`config.mk`:
```
export PLATFORM = sky130hd
export DESIGN_NAME = cascaded_angle_rate_pid
export DESIGN_NICKNAME = d
export VERILOG_FILES = /design/src/rtl/core/carpid_pkg.sv /design/src/rtl/core/carpid_regs.sv /design/src/rtl/core/carpid_sermul.sv /design/src/rtl/core/cascaded_angle_rate_pid.sv
export SDC_FILE = /design/constraint.sdc
export NUM_CORES = 1
export LEC_CHECK = 0
export ABC_AREA = 1
export ABC_CLOCK_PERIOD_IN_PS = 5000
export BUFFER_PORTS_ARGS = -buffer_cell sky130_fd_sc_hd__buf_2
export CELL_PAD_IN_SITES_DETAIL_PLACEMENT = 1
export CELL_PAD_IN_SITES_GLOBAL_PLACEMENT = 1
export CORE_MARGIN = 1
export CORE_UTILIZATION = 23
export DETAILED_ROUTE_END_ITERATION = 7
export PLACE_DENSITY_LB_ADDON = 0.2
export SLEW_MARGIN = 20
export SYNTH_ARGS = -nofsm -noshare
export SYNTH_HDL_FRONTEND = slang
export SYNTH_SLANG_ARGS = --single-unit
```
`constraint.sdc`:
```
create_clock -name clk -period 5 [get_ports clk]
set_input_delay 1.25 -clock clk [delete_from_list [all_inputs] [get_ports clk]]
set_output_delay 1.25 -clock clk [all_outputs]
set_load 0.02 [all_outputs]
```
`src/rtl/core/carpid_pkg.sv`:
```
// Shared widths, register indexes and types of the cascaded angle/rate PID block.
// Depends on nothing; every other file of the block but assert_macros.svh refers to it by scoped names.
package carpid_pkg;

	localparam int DATA_W      = 16;
	localparam int GAIN_W      = 16;
	localparam int LIM_W       = 15;
	localparam int ERR_W       = 18;
	localparam int RATE_W      = 17;
	localparam int VAL_W       = 19;
	localparam int PROD_W      = GAIN_W + VAL_W;
	localparam int CNT_W       = $clog2(GAIN_W);
	localparam int INT_W       = 16;

	localparam int OUTER_SHIFT = 12;
	localparam int INNER_SHIFT = 8;
	localparam int O_TERM_W    = PROD_W - OUTER_SHIFT;
	localparam int O_ACC_W     = O_TERM_W + 1;
	localparam int O_SUM_W     = O_ACC_W + 1;
	localparam int I_TERM_W    = PROD_W - INNER_SHIFT;
	localparam int I_ACC_W     = I_TERM_W + 1;
	localparam int I_SUM_W     = I_ACC_W + 1;

	localparam int OUTER_INT_LIMIT_DEF = 500;
	localparam int INNER_INT_LIMIT_DEF = 0;
	localparam int DEADBAND_DEF        = 160;
	localparam int SEPARATION_DEF      = 160;
	localparam int OUT_LIMIT_RESET     = 1200;

	localparam int APB_DATA_W = 32;
	localparam int APB_ADDR_W = 5;
	localparam int REG_IDX_W  = 3;

	localparam logic [REG_IDX_W-1:0] REG_OUTER_KP    = 3'd0;
	localparam logic [REG_IDX_W-1:0] REG_OUTER_KI    = 3'd1;
	localparam logic [REG_IDX_W-1:0] REG_OUTER_KD    = 3'd2;
	localparam logic [REG_IDX_W-1:0] REG_OUTER_LIMIT = 3'd3;
	localparam logic [REG_IDX_W-1:0] REG_INNER_KP    = 3'd4;
	localparam logic [REG_IDX_W-1:0] REG_INNER_KI    = 3'd5;
	localparam logic [REG_IDX_W-1:0] REG_INNER_KD    = 3'd6;
	localparam logic [REG_IDX_W-1:0] REG_INNER_LIMIT = 3'd7;

	typedef struct packed {
		logic signed [GAIN_W-1:0] outer_kp;
		logic signed [GAIN_W-1:0] outer_ki;
		logic signed [GAIN_W-1:0] outer_kd;
		logic [LIM_W-1:0]         outer_out_limit;
		logic signed [GAIN_W-1:0] inner_kp;
		logic signed [GAIN_W-1:0] inner_ki;
		logic signed [GAIN_W-1:0] inner_kd;
		logic [LIM_W-1:0]         inner_out_limit;
	} cfg_t;

	typedef struct packed {
		logic load;
		logic step;
		logic last;
	} mul_ctrl_t;

endpackage

```
`src/rtl/core/carpid_regs.sv`:
```
// Configuration registers of the PID block behind an APB-style port.
// Depends on carpid_pkg for the register indexes and the cfg_t type.
module carpid_regs (
	input  logic                                  clk,
	input  logic                                  arst_n,
	input  logic                                  psel,
	input  logic                                  penable,
	input  logic                                  pwrite,
	input  logic [carpid_pkg::APB_ADDR_W-1:0]     paddr,
	input  logic [carpid_pkg::APB_DATA_W-1:0]     pwdata,
	output logic [carpid_pkg::APB_DATA_W-1:0]     prdata,
	output logic                                  pready,
	output carpid_pkg::cfg_t                      cfg
);

	carpid_pkg::cfg_t                      cfg_q;
	logic [carpid_pkg::REG_IDX_W-1:0]      idx;
	logic                                  wr_en;

	assign idx    = paddr[carpid_pkg::APB_ADDR_W-1:2];
	assign wr_en  = psel & penable & pwrite;
	assign pready = 1'b1;
	assign cfg    = cfg_q;

	always_ff @(posedge clk or negedge arst_n) begin
		if (!arst_n) begin
			cfg_q.outer_kp        <= '0;
			cfg_q.outer_ki        <= '0;
			cfg_q.outer_kd        <= '0;
			cfg_q.outer_out_limit <= carpid_pkg::LIM_W'(carpid_pkg::OUT_LIMIT_RESET);
			cfg_q.inner_kp        <= '0;
			cfg_q.inner_ki        <= '0;
			cfg_q.inner_kd        <= '0;
			cfg_q.inner_out_limit <= carpid_pkg::LIM_W'(carpid_pkg::OUT_LIMIT_RESET);
		end else if (wr_en) begin
			unique case (idx)
				carpid_pkg::REG_OUTER_KP:    cfg_q.outer_kp <= pwdata[carpid_pkg::GAIN_W-1:0];
				carpid_pkg::REG_OUTER_KI:    cfg_q.outer_ki <= pwdata[carpid_pkg::GAIN_W-1:0];
				carpid_pkg::REG_OUTER_KD:    cfg_q.outer_kd <= pwdata[carpid_pkg::GAIN_W-1:0];
				carpid_pkg::REG_OUTER_LIMIT: cfg_q.outer_out_limit <= pwdata[carpid_pkg::LIM_W-1:0];
				carpid_pkg::REG_INNER_KP:    cfg_q.inner_kp <= pwdata[carpid_pkg::GAIN_W-1:0];
				carpid_pkg::REG_INNER_KI:    cfg_q.inner_ki <= pwdata[carpid_pkg::GAIN_W-1:0];
				carpid_pkg::REG_INNER_KD:    cfg_q.inner_kd <= pwdata[carpid_pkg::GAIN_W-1:0];
				carpid_pkg::REG_INNER_LIMIT: cfg_q.inner_out_limit <= pwdata[carpid_pkg::LIM_W-1:0];
				default: ;
			endcase
		end
	end

	always_comb begin
		unique case (idx)
			carpid_pkg::REG_OUTER_KP:    prdata = carpid_pkg::APB_DATA_W'(cfg_q.outer_kp);
			carpid_pkg::REG_OUTER_KI:    prdata = carpid_pkg::APB_DATA_W'(cfg_q.outer_ki);
			carpid_pkg::REG_OUTER_KD:    prdata = carpid_pkg::APB_DATA_W'(cfg_q.outer_kd);
			carpid_pkg::REG_OUTER_LIMIT: prdata = carpid_pkg::APB_DATA_W'(cfg_q.outer_out_limit);
			carpid_pkg::REG_INNER_KP:    prdata = carpid_pkg::APB_DATA_W'(cfg_q.inner_kp);
			carpid_pkg::REG_INNER_KI:    prdata = carpid_pkg::APB_DATA_W'(cfg_q.inner_ki);
			carpid_pkg::REG_INNER_KD:    prdata = carpid_pkg::APB_DATA_W'(cfg_q.inner_kd);
			carpid_pkg::REG_INNER_LIMIT: prdata = carpid_pkg::APB_DATA_W'(cfg_q.inner_out_limit);
			default:                     prdata = '0;
		endcase
	end

endmodule

```
`src/rtl/core/carpid_sermul.sv`:
```
// Bit-serial signed multiplier: one gain bit per cycle while step is set, shift-and-add.
// Depends on carpid_pkg for the mul_ctrl_t type.
module carpid_sermul #(
	parameter int GW = carpid_pkg::GAIN_W,
	parameter int VW = carpid_pkg::VAL_W
) (
	input  logic                   clk,
	input  carpid_pkg::mul_ctrl_t  ctrl,
	input  logic [GW-1:0]          gain,
	input  logic [VW-1:0]          value,
	output logic [GW+VW-1:0]       prod
);

	logic [VW:0]   hi_q;
	logic [GW-1:0] lo_q;
	logic [VW-1:0] val_q;
	logic [VW:0]   addend;
	logic [VW:0]   sum;
	logic          sub;

	// The gain's sign bit is weighted negatively, so the last step subtracts.
	assign sub    = lo_q[0] & ctrl.last;
	assign addend = lo_q[0] ? {val_q[VW-1], val_q} : '0;
	assign sum    = hi_q + (sub ? ~addend : addend) + (VW+1)'(sub);
	assign prod   = {hi_q[VW-1:0], lo_q};

	always_ff @(posedge clk) begin
		if (ctrl.load) begin
			hi_q  <= '0;
			lo_q  <= gain;
			val_q <= value;
		end else if (ctrl.step) begin
			hi_q <= {sum[VW], sum[VW:1]};
			lo_q <= {sum[0], lo_q[GW-1:1]};
		end
	end

endmodule

```
`src/rtl/core/cascaded_angle_rate_pid.sv`:
```
// Cascaded angle/rate PID controller, top level.
// Depends on carpid_pkg, carpid_regs and carpid_sermul.
//
// One input item carries a target angle, a measured angle, an angle offset and a gyro rate;
// it yields one result item with the motor drive and the outer loop's rate command.
// The block works on one item at a time. Its result enters the output register in the
// same cycle in which the input side opens again, so no new item is taken before then. The
// three bit-serial multipliers run once for the outer loop and once again for the inner loop.
// The states run in the order ST_IDLE, ST_OLOAD, ST_OMUL, ST_OACC, ST_OCMD, ST_IERR, ST_ILOAD,
// ST_IMUL, ST_IACC and ST_IDRV: loading, multiplying, summing and clamping, and the idle state
// in which the next item is accepted. A result waiting in the output register does not hold
// back the next input item, only the delivery of the one after it.
// Configuration registers may be written only while no item is in flight.
module cascaded_angle_rate_pid #(
	parameter int OUTER_INT_LIMIT = carpid_pkg::OUTER_INT_LIMIT_DEF,
	parameter int INNER_INT_LIMIT = carpid_pkg::INNER_INT_LIMIT_DEF,
	parameter int DEADBAND        = carpid_pkg::DEADBAND_DEF,
	parameter int SEPARATION      = carpid_pkg::SEPARATION_DEF
) (
	input  logic                              clk,
	input  logic                              arst_n,
	input  logic                              s_tvalid,
	output logic                              s_tready,
	// target_angle, measured_angle, angle_offset, gyro_rate
	input  logic [4*carpid_pkg::DATA_W-1:0]   s_tdata,
	output logic                              m_tvalid,
	input  logic                              m_tready,
	// drive, rate_command
	output logic [2*carpid_pkg::DATA_W-1:0]   m_tdata,
	input  logic                              psel,
	input  logic                              penable,
	input  logic                              pwrite,
	input  logic [carpid_pkg::APB_ADDR_W-1:0] paddr,
	input  logic [carpid_pkg::APB_DATA_W-1:0] pwdata,
	output logic [carpid_pkg::APB_DATA_W-1:0] prdata,
	output logic                              pready
);

	localparam int DW  = carpid_pkg::DATA_W;
	localparam int EW  = carpid_pkg::ERR_W;
	localparam int RW  = carpid_pkg::RATE_W;
	localparam int VW  = carpid_pkg::VAL_W;
	localparam int PW  = carpid_pkg::PROD_W;
	localparam int IW  = carpid_pkg::INT_W;
	localparam int OTW = carpid_pkg::O_TERM_W;
	localparam int OAW = carpid_pkg::O_ACC_W;
	localparam int OSW = carpid_pkg::O_SUM_W;
	localparam int ITW = carpid_pkg::I_TERM_W;
	localparam int IAW = carpid_pkg::I_ACC_W;
	localparam int ISW = carpid_pkg::I_SUM_W;

	localparam logic [3:0] ST_IDLE  = 4'd0;
	localparam logic [3:0] ST_OLOAD = 4'd1;
	localparam logic [3:0] ST_OMUL  = 4'd2;
	localparam logic [3:0] ST_OACC  = 4'd3;
	localparam logic [3:0] ST_OCMD  = 4'd4;
	localparam logic [3:0] ST_IERR  = 4'd5;
	localparam logic [3:0] ST_ILOAD = 4'd6;
	localparam logic [3:0] ST_IMUL  = 4'd7;
	localparam logic [3:0] ST_IACC  = 4'd8;
	localparam logic [3:0] ST_IDRV  = 4'd9;

	localparam logic signed [OAW-1:0] O_INT_LIM = OAW'(OUTER_INT_LIMIT);
	localparam logic signed [IAW-1:0] I_INT_LIM = IAW'(INNER_INT_LIMIT);
	localparam logic signed [EW:0]    DB_LIM    = (EW+1)'(DEADBAND);
	localparam logic signed [EW:0]    SEP_LIM   = (EW+1)'(SEPARATION);

	carpid_pkg::cfg_t       cfg;
	carpid_pkg::mul_ctrl_t  mul_ctrl;

	logic [3:0]                          state_q;
	logic [carpid_pkg::CNT_W-1:0]        cnt_q;
	logic                                m_valid_q;
	logic signed [DW-1:0]                drive_q;
	logic signed [DW-1:0]                rate_q;

	logic signed [EW-1:0]  e_q;
	logic signed [DW-1:0]  gyro_q;
	logic signed [EW-1:0]  oprev_q;
	logic signed [IW-1:0]  oint_q;
	logic signed [IW-1:0]  ipart_q;
	logic signed [OAW-1:0] pd_q;
	logic signed [DW-1:0]  cmd_q;
	logic signed [RW-1:0]  f_q;
	logic signed [RW-1:0]  iprev_q;
	logic signed [IW-1:0]  iint_q;
	logic signed [IW-1:0]  i2_q;
	logic signed [IAW-1:0] pd2_q;

	logic [carpid_pkg::GAIN_W-1:0] gain_v [3];
	logic [VW-1:0]                 val_v  [3];
	logic [PW-1:0]                 prod_v [3];

	logic signed [DW-1:0]  in_target;
	logic signed [DW-1:0]  in_measured;
	logic signed [DW-1:0]  in_offset;
	logic signed [EW-1:0]  e_in;
	logic                  outer_ph;
	logic                  take_in;
	logic                  load_out;

	logic signed [OTW-1:0] o_p;
	logic signed [OTW-1:0] o_i;
	logic signed [OTW-1:0] o_d;
	logic signed [OAW-1:0] o_acc;
	logic signed [OAW-1:0] o_acc_c;
	logic signed [OAW-1:0] o_pd;
	logic                  sep;
	logic signed [OSW-1:0] o_sum;
	logic signed [OSW-1:0] o_lim;
	logic signed [DW-1:0]  cmd;
	logic                  in_db;
	logic signed [RW-1:0]  f_in;

	logic signed [ITW-1:0] i_p;
	logic signed [ITW-1:0] i_i;
	logic signed [ITW-1:0] i_d;
	logic signed [IAW-1:0] i_acc;
	logic signed [IAW-1:0] i_acc_c;
	logic signed [IAW-1:0] i_pd;
	logic signed [ISW-1:0] i_sum;
	logic signed [ISW-1:0] i_lim;
	logic signed [DW-1:0]  drive;

	carpid_regs u_regs (
		.clk     (clk),
		.arst_n  (arst_n),
		.psel    (psel),
		.penable (penable),
		.pwrite  (pwrite),
		.paddr   (paddr),
		.pwdata  (pwdata),
		.prdata  (prdata),
		.pready  (pready),
		.cfg     (cfg)
	);

	assign outer_ph = (state_q == ST_OLOAD);

	assign mul_ctrl.load = (state_q == ST_OLOAD) || (state_q == ST_ILOAD);
	assign mul_ctrl.step = (state_q == ST_OMUL) || (state_q == ST_IMUL);
	assign mul_ctrl.last = (cnt_q == carpid_pkg::CNT_W'(carpid_pkg::GAIN_W - 1));

	assign gain_v[0] = outer_ph ? cfg.outer_kp : cfg.inner_kp;
	assign gain_v[1] = outer_ph ? cfg.outer_ki : cfg.inner_ki;
	assign gain_v[2] = outer_ph ? cfg.outer_kd : cfg.inner_kd;
	assign val_v[0]  = outer_ph ? VW'(e_q) : VW'(f_q);
	assign val_v[1]  = val_v[0];
	assign val_v[2]  = outer_ph ? VW'(e_q) - VW'(oprev_q) : VW'(iprev_q) - VW'(f_q);

	for (genvar g = 0; g < 3; g++) begin : g_lane
		carpid_sermul #(
			.GW (carpid_pkg::GAIN_W),
			.VW (VW)
		) u_mul (
			.clk   (clk),
			.ctrl  (mul_ctrl),
			.gain  (gain_v[g]),
			.value (val_v[g]),
			.prod  (prod_v[g])
		);
	end

	assign in_target   = s_tdata[DW-1:0];
	assign in_measured = s_tdata[2*DW-1:DW];
	assign in_offset   = s_tdata[3*DW-1:2*DW];
	assign e_in        = EW'(in_target) - EW'(in_measured) - EW'(in_offset);

	assign s_tready = (state_q == ST_IDLE);
	assign take_in  = s_tvalid & s_tready;
	assign load_out = (state_q == ST_IDRV) && (!m_valid_q || m_tready);

	// Outer loop: the integral is updated and added only at or below the separation bound.
	assign o_p     = prod_v[0][PW-1:carpid_pkg::OUTER_SHIFT];
	assign o_i     = prod_v[1][PW-1:carpid_pkg::OUTER_SHIFT];
	assign o_d     = prod_v[2][PW-1:carpid_pkg::OUTER_SHIFT];
	assign o_acc   = OAW'(oint_q) + OAW'(o_i);
	assign o_acc_c = (o_acc > O_INT_LIM) ? O_INT_LIM :
	                 (o_acc < -O_INT_LIM) ? -O_INT_LIM : o_acc;
	assign o_pd    = OAW'(o_p) + OAW'(o_d);
	assign sep     = ((EW+1)'(e_q) <= SEP_LIM);

	assign o_sum = OSW'(pd_q) + OSW'(ipart_q);
	assign o_lim = OSW'(cfg.outer_out_limit);
	assign in_db = ((EW+1)'(e_q) < DB_LIM) && ((EW+1)'(e_q) > -DB_LIM);
	always_comb begin
		if (in_db) begin
			cmd = '0;
		end else if (o_sum > o_lim) begin
			cmd = DW'(o_lim);
		end else if (o_sum < -o_lim) begin
			cmd = DW'(-o_lim);
		end else begin
			cmd = DW'(o_sum);
		end
	end

	assign f_in = RW'(cmd_q) - RW'(gyro_q);

	// Inner loop: the derivative runs on the previous minus the current error.
	assign i_p     = prod_v[0][PW-1:carpid_pkg::INNER_SHIFT];
	assign i_i     = prod_v[1][PW-1:carpid_pkg::INNER_SHIFT];
	assign i_d     = prod_v[2][PW-1:carpid_pkg::INNER_SHIFT];
	assign i_acc   = IAW'(iint_q) + IAW'(i_i);
	assign i_acc_c = (i_acc > I_INT_LIM) ? I_INT_LIM :
	                 (i_acc < -I_INT_LIM) ? -I_INT_LIM : i_acc;
	assign i_pd    = IAW'(i_p) + IAW'(i_d);

	assign i_sum = ISW'(pd2_q) + ISW'(i2_q);
	assign i_lim = ISW'(cfg.inner_out_limit);
	assign drive = (i_sum > i_lim) ? DW'(i_lim) :
	               (i_sum < -i_lim) ? DW'(-i_lim) : DW'(i_sum);

	always_ff @(posedge clk or negedge arst_n) begin
		if (!arst_n) begin
			state_q   <= ST_IDLE;
			cnt_q     <= '0;
			m_valid_q <= 1'b0;
			oint_q    <= '0;
			oprev_q   <= '0;
			iint_q    <= '0;
			iprev_q   <= '0;
		end else begin
			if (load_out) begin
				m_valid_q <= 1'b1;
			end else if (m_tready) begin
				m_valid_q <= 1'b0;
			end
			unique case (state_q)
				ST_IDLE: begin
					if (s_tvalid) begin
						state_q <= ST_OLOAD;
					end
				end
				ST_OLOAD: begin
					cnt_q   <= '0;
					state_q <= ST_OMUL;
				end
				ST_OMUL: begin
					cnt_q <= cnt_q + 1'b1;
					if (mul_ctrl.last) begin
						state_q <= ST_OACC;
					end
				end
				ST_OACC: begin
					if (sep) begin
						oint_q <= IW'(o_acc_c);
					end
					oprev_q <= e_q;
					state_q <= ST_OCMD;
				end
				ST_OCMD: state_q <= ST_IERR;
				ST_IERR: state_q <= ST_ILOAD;
				ST_ILOAD: begin
					cnt_q   <= '0;
					iprev_q <= f_q;
					state_q <= ST_IMUL;
				end
				ST_IMUL: begin
					cnt_q <= cnt_q + 1'b1;
					if (mul_ctrl.last) begin
						state_q <= ST_IACC;
					end
				end
				ST_IACC: begin
					iint_q  <= IW'(i_acc_c);
					state_q <= ST_IDRV;
				end
				ST_IDRV: begin
					if (load_out) begin
						state_q <= ST_IDLE;
					end
				end
				default: state_q <= ST_IDLE;
			endcase
		end
	end

	always_ff @(posedge clk) begin
		if (take_in) begin
			e_q    <= e_in;
			gyro_q <= s_tdata[4*DW-1:3*DW];
		end
		case (state_q)
			ST_OACC: begin
				ipart_q <= sep ? IW'(o_acc_c) : '0;
				pd_q    <= o_pd;
			end
			ST_OCMD: cmd_q <= cmd;
			ST_IERR: f_q   <= f_in;
			ST_IACC: begin
				i2_q  <= IW'(i_acc_c);
				pd2_q <= i_pd;
			end
			default: ;
		endcase
		if (load_out) begin
			drive_q <= drive;
			rate_q  <= cmd_q;
		end
	end

	assign m_tvalid = m_valid_q;
	assign m_tdata  = {rate_q, drive_q};

endmodule

```
==> impl_metrics.env, run 1 <==
export IMPL_first_pass_iters=8
export IMPL_antenna_found_initial=9
export IMPL_slew_limit_headroom_pct=33.0
export IMPL_leakage_nw=19.3
export IMPL_yosysWarnings=0
export IMPL_critPathKind="reg -> reg"
export IMPL_setup_violations=0
export IMPL_end_kind="flop"
export IMPL_avgViaCountPerCell=4.64
export IMPL_grt_pass1_vias=32800
export IMPL_worst_pin_slew_ns=1.00
export IMPL_met1_usage_pct=25.2
export IMPL_top_usage_layer="met2"
export IMPL_ys_types=65
export IMPL_hold_ws_ns=0.486
export IMPL_dp_hpwl_um=110000
export IMPL_mostFrequentLayoutCells="nand2_1, inv_1, o21ai_0"
export IMPL_finish_utilization_pct=26.9
export IMPL_num_rows=145
export IMPL_clk_latency_ns=0.70
export IMPL_ys_ff_latch=511
export IMPL_clk_pin_slew_ns=0.06
export IMPL_critical_path_startpoint_type="flop"
export IMPL_worst_ep_required_time_ns=5.46
export IMPL_cts_buffer_depth=3
export IMPL_fin_crit_sh_pct=88.7
export IMPL_die_height_um=400
export IMPL_drive_above_1_share_pct=8.68
export IMPL_grt_start_max_net_pins=102
export IMPL_wl_um=137000
export IMPL_layout_commonest_cell="nand2_1"
export IMPL_grt_remaining_overflow=0
export IMPL_cts_made_buffers=69
export IMPL_fin_skew_ns=0.0718
export IMPL_die_w_um=400
export IMPL_core_area_um2=157000
export IMPL_grt_first_pass_wirelength_um=208000
export IMPL_drt_initial_drc_count=1764
export IMPL_synth_ff_type="edfxtp_1"
export IMPL_cts_hold_buf=0
export IMPL_post_place_ws_ns=0.478
export IMPL_cp_max_fo=14
export IMPL_initial_core_util_pct=23.2
export IMPL_grt_met2_usage_pct=26.9
export IMPL_power_density_nw_per_um2=729
export IMPL_synth_async_reset_ratio_pct=36.4
export IMPL_drc_errors=0
export IMPL_cts_tree="yes"
export IMPL_yosysSeqAreaShare_pct=38.1
export IMPL_io_buffers=155
export IMPL_fin_setup_tns_ns=0
export IMPL_rsz0062_at_grt="false"
export IMPL_syn_area_per_cell_um2=7.84
export IMPL_dieArea_um2=160000
export IMPL_layout_min_cycle_time_ns=4.44
export IMPL_worst_slack_ns=0.564
export IMPL_grt_use_total_pct=17.2
export IMPL_drv_slew=0
export IMPL_postRouteAntennaNets=0
export IMPL_clock_sinks=511
export IMPL_netlist_area_um2=36300
export IMPL_status="finished, final reports clean"
export IMPL_max_freq_mhz=225
export IMPL_grt_use_met3_pct=2.06
export IMPL_nets=5250
export IMPL_worstHoldPathType="reg -> reg"
export IMPL_p_total_mw=30.7
export IMPL_cts_root_buf="clkbuf_16"
export IMPL_area_growth_syn_to_layout_pct=15.8
export IMPL_peakVddDrop_mv=0.576
export IMPL_routedWlPerCell_um=19.8
export IMPL_synthCells=4639
export IMPL_io_pins=175
export IMPL_synth_enable_flop_cells=268
export IMPL_arrival_ns=4.89
export IMPL_gp_congestion=0.882
export IMPL_ctsHtreeMaxLevel=3
export IMPL_maxCapViolations=0
export IMPL_hold_viol=0
export IMPL_vias=32100
-- worst max-delay path, cell delays in order (launching register included) --
cell	delay [ns]
edfxtp_1	0.36
ha_1	0.28
fa_1	0.46
nand3_1	0.10
nand2_1	0.15
nand2_1	0.11
nand3_1	0.14
xor2_1	0.48
ha_1	0.34
a21o_1	0.17
nor2_1	0.09
nand3_1	0.16
nand2_1	0.10
nand2_1	0.05
a21boi_0	0.15
nand2_1	0.07
inv_1	0.05
nand2_1	0.05
nand3_2	0.11
nand3_2	0.30
nand3_1	0.20
nand3_1	0.15
nand2_1	0.10
inv_1	0.04
-- power by group --
group          internal [mW]  leakage (nW)  switching (mW)
clock                   2.90          1.11            2.14
sequential              6.62          5.26            1.12
combinational           5.71          12.9            12.2
-- synthesized netlist by cell type (all sizes together) (22+ instances only) --
cell,number,area [um^2]
ha,309,3870
dfrtp,178,4450
nor2,385,1460
xnor2,60,526
nor3,45,267
o21ai,448,2260
a31oi,29,181
xor2,148,1320
fa,27,541
edfxtp,268,8050
nand2,1038,3940
dfxtp,57,1140
o21bai,23,176
nand3b,22,165
nand4,71,450
buf,39,274
a221oi,30,263
a21oi,383,1930
clkbuf,100,375
inv,575,2160
nand3,248,1290
-- through the flow --
| stage | instance area (um^2) | instances |
|---|---|---|
| 2_1_floorplan | 36400 | 4654 |
| 3_3_place_gp | 39700 | 6791 |
| 3_5_place_dp | 39700 | 6791 |
| 4_1_cts | 42100 | 6919 |
| 5_1_grt | 42100 | 6921 |
| 6_report | 42100 | 6922 |
-- cell families (layout without fill, tap and decap cells) --
kind of cell / after synthesis / count (layout) / share of synthesized area [%]
flops: 511 / 511 / 38.1
other cells: 2 / 18 / 0.0207
buf+inv: 720 / 929 / 7.79
compound gates: 1015 / 1015 / 15.4
fa+ha+maj: 336 / 336 / 12.1
simple gates: 1845 / 1845 / 21.4
xor+xnor: 208 / 208 / 5.08
mux: 2 / 2 / 0.0551
-- flip-flops by register name (all words and copies together) (netlist names) --
register / count
iprev_q: 17
i2_q: 16
m_tvalid: 1
pd_q: 24
cnt_q: 4
oprev_q: 18
cmd_q: 16
rate_q: 16
g_lane.u_mul.hi_q: 57
e_q: 18
state_q: 4
u_regs.cfg: 126
g_lane.u_mul.val_q: 37
drive_q: 16
gyro_q: 16
ipart_q: 16
g_lane.u_mul.lo_q: 48
oint_q: 16
f_q: 17
pd2_q: 28
-- final timing paths --
kind / startpoint / end / slack, ns / cells after the start
max: ipart_q[0] / cmd_q[8] / 0.56 / 23
min: oint_q[2] / oint_q[2] / 0.49 / 2
max reg2reg: ipart_q[0] / cmd_q[8] / 0.56 / 23
min reg2reg: oint_q[2] / oint_q[2] / 0.49 / 2
max in group asynchronous: arst_n / iprev_q[5] / 3.36 / 2
min in group asynchronous: arst_n / u_regs.cfg[80] / 0.57 / 1
-- layer usage --
metal | vias up | wire length (um)
li1 | 16000 | -
met1 | 15600 | 69900
met2 | 493 | 60300
met3 | 113 | 4230
met4 | 0 | 2680
met5 | - | 0
-- final cells by class --
cell class | instances | area, um^2
clock inverter | 36 | 409
antenna | 1 | 2.50
clock buffer | 92 | 1910
sequential | 511 | 13900
fill | 18800 | 114000
multi-input combinational | 3423 | 19800
inverter | 581 | 2180
timing repair buffer | 220 | 1320
tap | 2058 | 2570
-- what timing repair did --
| action | 4_1_cts | 5_1_grt |
|---|---|---|
| endpoints found under the setup margin | 0 | 13 |
| setup buffers | 0 | 2 |
| hold endpoints to repair | 0 | 0 |
| resized for setup | 0 | 1 |
Note: power is estimated with default switching activity, not from simulation.
==> run 2, diff against run 1 <==
==> constraint.sdc (replaced) <==
create_clock -name clk -period 5 [get_ports clk]
set_input_delay 1.25 -clock clk [delete_from_list [all_inputs] [get_ports clk]]
set_output_delay 1.25 -clock clk [all_outputs]
set_load 0.005 [all_outputs]
==> run 2 against run 1 <==
Against the previous run:
- cell count unchanged
- total power up 0.73%
- wire length up 0.50%
- critical path type is now in -> out
- critical endpoint is now prdata[10]
- largest cell class unchanged
==> impl_metrics.env, run 2 (synthesized netlist as in run 1, its figures left out) <==
export IMPL_dpl_instance_area_um2=39700
export IMPL_drt_initial_drc_count=1616
export IMPL_crit_path_end="prdata[10]"
export IMPL_cp_startpoint="paddr[3]"
export IMPL_post_place_ws_ns=0.514
export IMPL_worst_pin_slew_ns=0.975
export IMPL_cts_buffer_depth=3
export IMPL_wl_um=138000
export IMPL_fin_crit_sh_pct=88.9
export IMPL_postRouteAntennaNets=0
export IMPL_cts_made_buffers=70
export IMPL_post_cts_resized=0
export IMPL_cpMaxStageDelayCell="nand3_1"
export IMPL_cp_cell_sequence="buf_2, inv_1, nand3_1, buf_4, o22ai_1, a221oi_1, nand3_1, buf_2"
export IMPL_end_kind="output pin"
export IMPL_dieArea_um2=160000
export IMPL_clk_latency_ns=0.68
export IMPL_area_growth_syn_to_layout_pct=16.1
export IMPL_timing_rr_end="drive_q[4]"
export IMPL_grt_use_total_pct=17.2
export IMPL_worst_ep_required_time_ns=3.75
export IMPL_peakVddDrop_mv=0.462
export IMPL_grt_first_pass_wirelength_um=208000
export IMPL_fin_setup_tns_ns=0
export IMPL_layout_min_cycle_time_ns=4.44
export IMPL_vias=32200
export IMPL_grt_start_max_net_pins=94
export IMPL_die_w_um=400
export IMPL_num_rows=145
export IMPL_critPathKind="in -> out"
export IMPL_io_buffers=155
export IMPL_grt_remaining_overflow=0
export IMPL_grt_pass1_vias=33100
export IMPL_r2r_slack_ns=0.57
export IMPL_clk_pin_slew_ns=0.06
export IMPL_hold_ws_ns=0.488
export IMPL_layout_commonest_cell="nand2_1"
export IMPL_drive_above_1_share_pct=8.86
export IMPL_cts_hold_buf=0
export IMPL_setup_violations=0
export IMPL_fin_skew_ns=0.0636
export IMPL_cp_max_fo=6
export IMPL_reg2regPathDepth=21
export IMPL_mostFrequentLayoutCells="nand2_1, inv_1, o21ai_0"
export IMPL_largest_reg_flops=126
export IMPL_antenna_found_initial=13
export IMPL_initial_core_util_pct=23.2
export IMPL_leakage_nw=19.3
export IMPL_io_pins=175
export IMPL_drc_errors=0
export IMPL_ctsHtreeMaxLevel=3
export IMPL_cts_setup_buffers=0
export IMPL_routedWlPerCell_um=19.9
export IMPL_reg2reg_from="i2_q[15]"
export IMPL_nets=5249
export IMPL_critical_path_startpoint_type="primary input"
export IMPL_cp_slowest_stage_delay_ns=0.46
export IMPL_power_density_nw_per_um2=733
export IMPL_status="finished, final reports clean"
export IMPL_final_area_um2=42200
export IMPL_drv_slew=0
export IMPL_first_pass_iters=5
export IMPL_avgViaCountPerCell=4.66
export IMPL_arrival_ns=3.19
export IMPL_core_area_um2=157000
export IMPL_rsz0062_at_grt="false"
export IMPL_max_freq_mhz=225
export IMPL_clock_sinks=511
export IMPL_worstHoldPathType="reg -> reg"
export IMPL_cts_root_buf="clkbuf_16"
export IMPL_die_height_um=400
export IMPL_worst_slack_ns=0.557
export IMPL_finish_utilization_pct=26.9
export IMPL_hold_viol=0
export IMPL_gp_congestion=0.858
export IMPL_maxCapViolations=0
export IMPL_dp_hpwl_um=110000
export IMPL_cts_tree="yes"
export IMPL_slew_limit_headroom_pct=34.8
[run 2: changes by cell type in the layout (fill, tap and decap cells not counted), moves of 2 or more]
cell,before,now
bufinv_16,3,7
clkinv_1,18,14
inv_6,0,2
clkinvlp_4,5,7
clkinv_2,7,10
clkbuf_1,14,8
clkinv_4,1,3
[run 2: report_power, final]
part | switching (mW) | total, mW | internal, mW
registers | 1.12 | 7.74 | 6.62
clock network | 2.18 | 5.31 | 3.13
logic | 12.2 | 17.9 | 5.71
[run 2: how the worst min path moves through the flow]
| stage | startpoint | to | slack, ns | depth (start not counted) |
|---|---|---|---|---|
| after floorplan | cmd_q[0] | rate_q[0] | 0.43 | 0 |
| after global placement | iprev_q[14] | iprev_q[14] | 0.47 | 2 |
| after detailed placement | oint_q[9] | oint_q[9] | 0.48 | 2 |
| after CTS | oint_q[9] | oint_q[9] | 0.49 | 2 |
| after global routing | oint_q[0] | oint_q[0] | 0.51 | 2 |
| final | oint_q[12] | oint_q[12] | 0.49 | 2 |
[run 2: per-layer routing]
metal / share of wire, % / global-route usage [%] / up-vias
li1: - / - / 15900
met5: 0.0058 / 0 / -
met4: 2.7 / 4.87 / 2
met3: 3.9 / 2.52 / 151
met1: 50 / 24.7 / 15600
met2: 44 / 26.6 / 540
[run 2: area by class of cell]
class / count / area [um^2]
diodes: 1 / 2.50
multi-input cells: 3423 / 19800
fillers: 18900 / 114000
flip-flops and latches: 511 / 13900
repair buffers: 218 / 1290
well taps: 2058 / 2570
inverters: 581 / 2180
clock inverters: 44 / 553
clock buffers: 86 / 1900
[run 2: critical path: cells and delay by family]
| family | cells | cell delay, ns |
|---|---|---|
| compound gates | 2 | 0.36 |
| simple gates | 2 | 0.72 |
| buf+inv | 4 | 0.85 |
[run 2: stage by stage]
step / cells / total power, mW
floorplan: 4654 / 19.4
global placement: 6791 / 25.6
global route: 6921 / 33.7
CTS: 6921 / 31.4
finish: 6922 / 30.9
detailed placement: 6791 / 25.8
==> run 3, diff against run 2 <==
--- a/config.mk
+++ b/config.mk
@@ -6,12 +6,12 @@
 export NUM_CORES = 1
 export LEC_CHECK = 0
 export ABC_AREA = 1
-export ABC_CLOCK_PERIOD_IN_PS = 5000
+export ABC_CLOCK_PERIOD_IN_PS = 4000
 export BUFFER_PORTS_ARGS = -buffer_cell sky130_fd_sc_hd__buf_2
 export CELL_PAD_IN_SITES_DETAIL_PLACEMENT = 1
 export CELL_PAD_IN_SITES_GLOBAL_PLACEMENT = 1
 export CORE_MARGIN = 1
-export CORE_UTILIZATION = 23
+export CORE_UTILIZATION = 40
 export DETAILED_ROUTE_END_ITERATION = 7
 export PLACE_DENSITY_LB_ADDON = 0.2
 export SLEW_MARGIN = 20
==> constraint.sdc (replaced) <==
create_clock -name clk -period 4 [get_ports clk]
set_input_delay 1 -clock clk [delete_from_list [all_inputs] [get_ports clk]]
set_output_delay 1 -clock clk [all_outputs]
set_load 0.005 [all_outputs]
==> run 3 against run 2 <==
Against the previous run:
- combinational power is 34% higher
- cell count is 11% lower
- global-route usage is 10 points higher
- core utilization is 21 points higher
- first-iteration DRC count is 26% higher
- wire length is 7.5% lower
- register-to-register slack worse by 0.51 ns
- critical path depth is 16 higher
- sequential power is 24% higher
- via count is 4.0% higher
- count of clock-buffer cells in the layout is 3 higher
- worst setup slack worse by 0.50 ns
- critical path type is now reg -> reg
- largest power group unchanged
- highest routed layer unchanged
==> impl_metrics.env, run 3 (synthesized netlist as in run 1, its figures left out) <==
export IMPL_fin_skew_ns=0.0424
export IMPL_hold_ws_ns=0.297
export IMPL_crit_top_cell="nand2_1"
export IMPL_avgViaCountPerCell=5.44
export IMPL_reg2reg_from="i2_q[15]"
export IMPL_end_kind="flop"
export IMPL_internal_power_mw=19.9
export IMPL_clock_sinks=511
export IMPL_initial_core_util_pct=40.4
export IMPL_worst_pin_slew_ns=0.998
export IMPL_routedWlPerCell_um=20.7
export IMPL_timing_rr_end="drive_q[4]"
export IMPL_dieArea_um2=92100
export IMPL_first_pass_iters=6
export IMPL_cts_root_buf="clkbuf_16"
export IMPL_vias=33500
export IMPL_drt_initial_drc_count=2044
export IMPL_multi_input_area_um2=20700
export IMPL_power_density_nw_per_um2=919
export IMPL_peakVddDrop_mv=0.655
export IMPL_grt_use_total_pct=27.3
export IMPL_largest_reg_flops=126
export IMPL_p_total_mw=39.3
export IMPL_arrival_ns=4.33
export IMPL_maxCapViolations=0
export IMPL_io_pins=175
export IMPL_cpMaxStageDelayCell="edfxtp_1"
export IMPL_drv_slew=0
export IMPL_finish_utilization_pct=47.4
export IMPL_area_growth_syn_to_layout_pct=17.5
export IMPL_gp_congestion=0.931
export IMPL_rsz0062_at_grt="true"
export IMPL_slew_limit_headroom_pct=33.3
export IMPL_clk_latency_ns=0.68
export IMPL_cts_buffer_depth=3
export IMPL_dp_hpwl_um=99500
export IMPL_fin_cells=6160
export IMPL_critical_path_startpoint_type="flop"
export IMPL_antenna_cells=0
export IMPL_wl_um=128000
export IMPL_switchingPower_mw=19.3
export IMPL_layout_commonest_cell="nand2_1"
export IMPL_layout_min_cycle_time_ns=3.94
export IMPL_swShare_pct=49.3
export IMPL_crit_path_end="drive_q[4]"
export IMPL_grt_first_pass_wirelength_um=194000
export IMPL_worst_slack_ns=0.0576
export IMPL_die_height_um=303
export IMPL_power_frac_comb_pct=60.9
export IMPL_core_area_um2=90000
export IMPL_cts_made_buffers=61
export IMPL_grt_pass1_vias=33800
export IMPL_setup_violations=0
export IMPL_drive_above_1_share_pct=13.9
export IMPL_die_w_um=303
export IMPL_post_place_cells=6011
export IMPL_nets=5375
export IMPL_grt_remaining_overflow=0
export IMPL_grt_start_max_net_pins=77
export IMPL_cp_max_fo=8
export IMPL_p_seq_share_pct=24.5
export IMPL_cp_startpoint="i2_q[15]"
export IMPL_post_place_ws_ns=-0.127
export IMPL_reg2regPathDepth=24
export IMPL_final_area_um2=42700
export IMPL_leakage_nw=20.0
export IMPL_dpl_instance_area_um2=39600
export IMPL_r2r_slack_ns=0.06
export IMPL_status="finished, final reports clean"
export IMPL_antenna_found_initial=9
export IMPL_critPathKind="reg -> reg"
export IMPL_fillCellCount=11100
export IMPL_cp_cell_sequence="buf_6, buf_12, ha_4, nand2_4, nor3_4, nand2_1, nand3_2, nand2_2, inv_2, nor2_4, o21ai_4, xor2_4, inv_2, ha_4, nand4_1, nor3_2, nand4_1, nand2_1, nand2_4, buf_12, nand3b_1, nand2_1, nand2_1, nand2_2"
export IMPL_worstHoldPathType="in -> async"
export IMPL_cts_tree="yes"
export IMPL_clk_pin_slew_ns=0.06
export IMPL_worst_ep_required_time_ns=4.38
export IMPL_register_area_um2=13900
export IMPL_max_freq_mhz=254
export IMPL_io_buffers=155
export IMPL_drc_errors=0
export IMPL_fin_setup_tns_ns=0
export IMPL_num_rows=110
export IMPL_hold_viol=0
export IMPL_mostFrequentLayoutCells="nand2_1, inv_1, o21ai_0"
export IMPL_ctsHtreeMaxLevel=2
export IMPL_clkPwrFrac_pct=14.6
export IMPL_cp_slowest_stage_delay_ns=0.38
export IMPL_fin_crit_sh_pct=98.6
export IMPL_postRouteAntennaNets=0
[run 3: changes by cell type in the layout (fill, tap and decap cells not counted), sizes merged]
cell,before,now
buf,217,349
clkinvlp,7,2
nand2,1038,1040
clkbuf,87,91
inv,580,577
clkinv,31,26
bufinv,7,3
diode,1,0
[run 3: how the worst min path moves through the flow]
stage	startpoint	to	slack, ns
6_report	arst_n	u_regs.cfg[51]	0.30
2_1_floorplan	cmd_q[0]	rate_q[0]	0.43
3_5_place_dp	oint_q[10]	oint_q[10]	0.48
3_3_place_gp	oint_q[0]	oint_q[0]	0.47
4_1_cts	arst_n	u_regs.cfg[51]	0.30
5_1_grt	arst_n	u_regs.cfg[51]	0.33
[run 3: area by class of cell]
class / count / area share (%)
Sequential cell: 511 / 32.4
Tap cell: 1176 / 3.45
Clock buffer: 89 / 4.15
Inverter: 581 / 5.11
Timing Repair Buffer: 351 / 5.70
Clock inverter: 27 / 0.688
Multi-Input combinational cell: 3425 / 48.5
[run 3: power groups by stage]
stage                     Clock (mW)  Sequential (mW)  Combinational [mW]
after CTS                       5.83             9.58                23.0
after global placement             0             9.60                22.0
after detailed placement           0             9.66                22.6
final                           5.72             9.63                23.9
after floorplan                    0             9.07                15.2
after global routing            6.00             9.81                26.6
[run 3: worst max-delay path: cells and delay by family (launching register included)]
family	cells	cell delay, ns
xor gates and xnor gates	1	0.18
DFF	1	0.38
buffers and inverters	5	0.61
AOI/OAI and AO/OA	1	0.19
and+or+nand+nor	15	1.71
adders and majority gates	2	0.58
[run 3: timing repair]
item	CTS	global route
hold endpoints to repair	0	0
gates resized for setup	13	165
hold buffers	0	0
gates cloned	1	2
setup endpoints to repair	28	35
buffers inserted	2	29
pin swaps	3	58
[run 3: per-layer routing]
layer	vias up	global-route usage, %	share of wire (%)
met3	197	4.08	5.6
li1	16200	-	-
met1	16400	38.5	46
met4	8	9.18	3.6
met2	769	42.8	45
met5	-	0	0.049
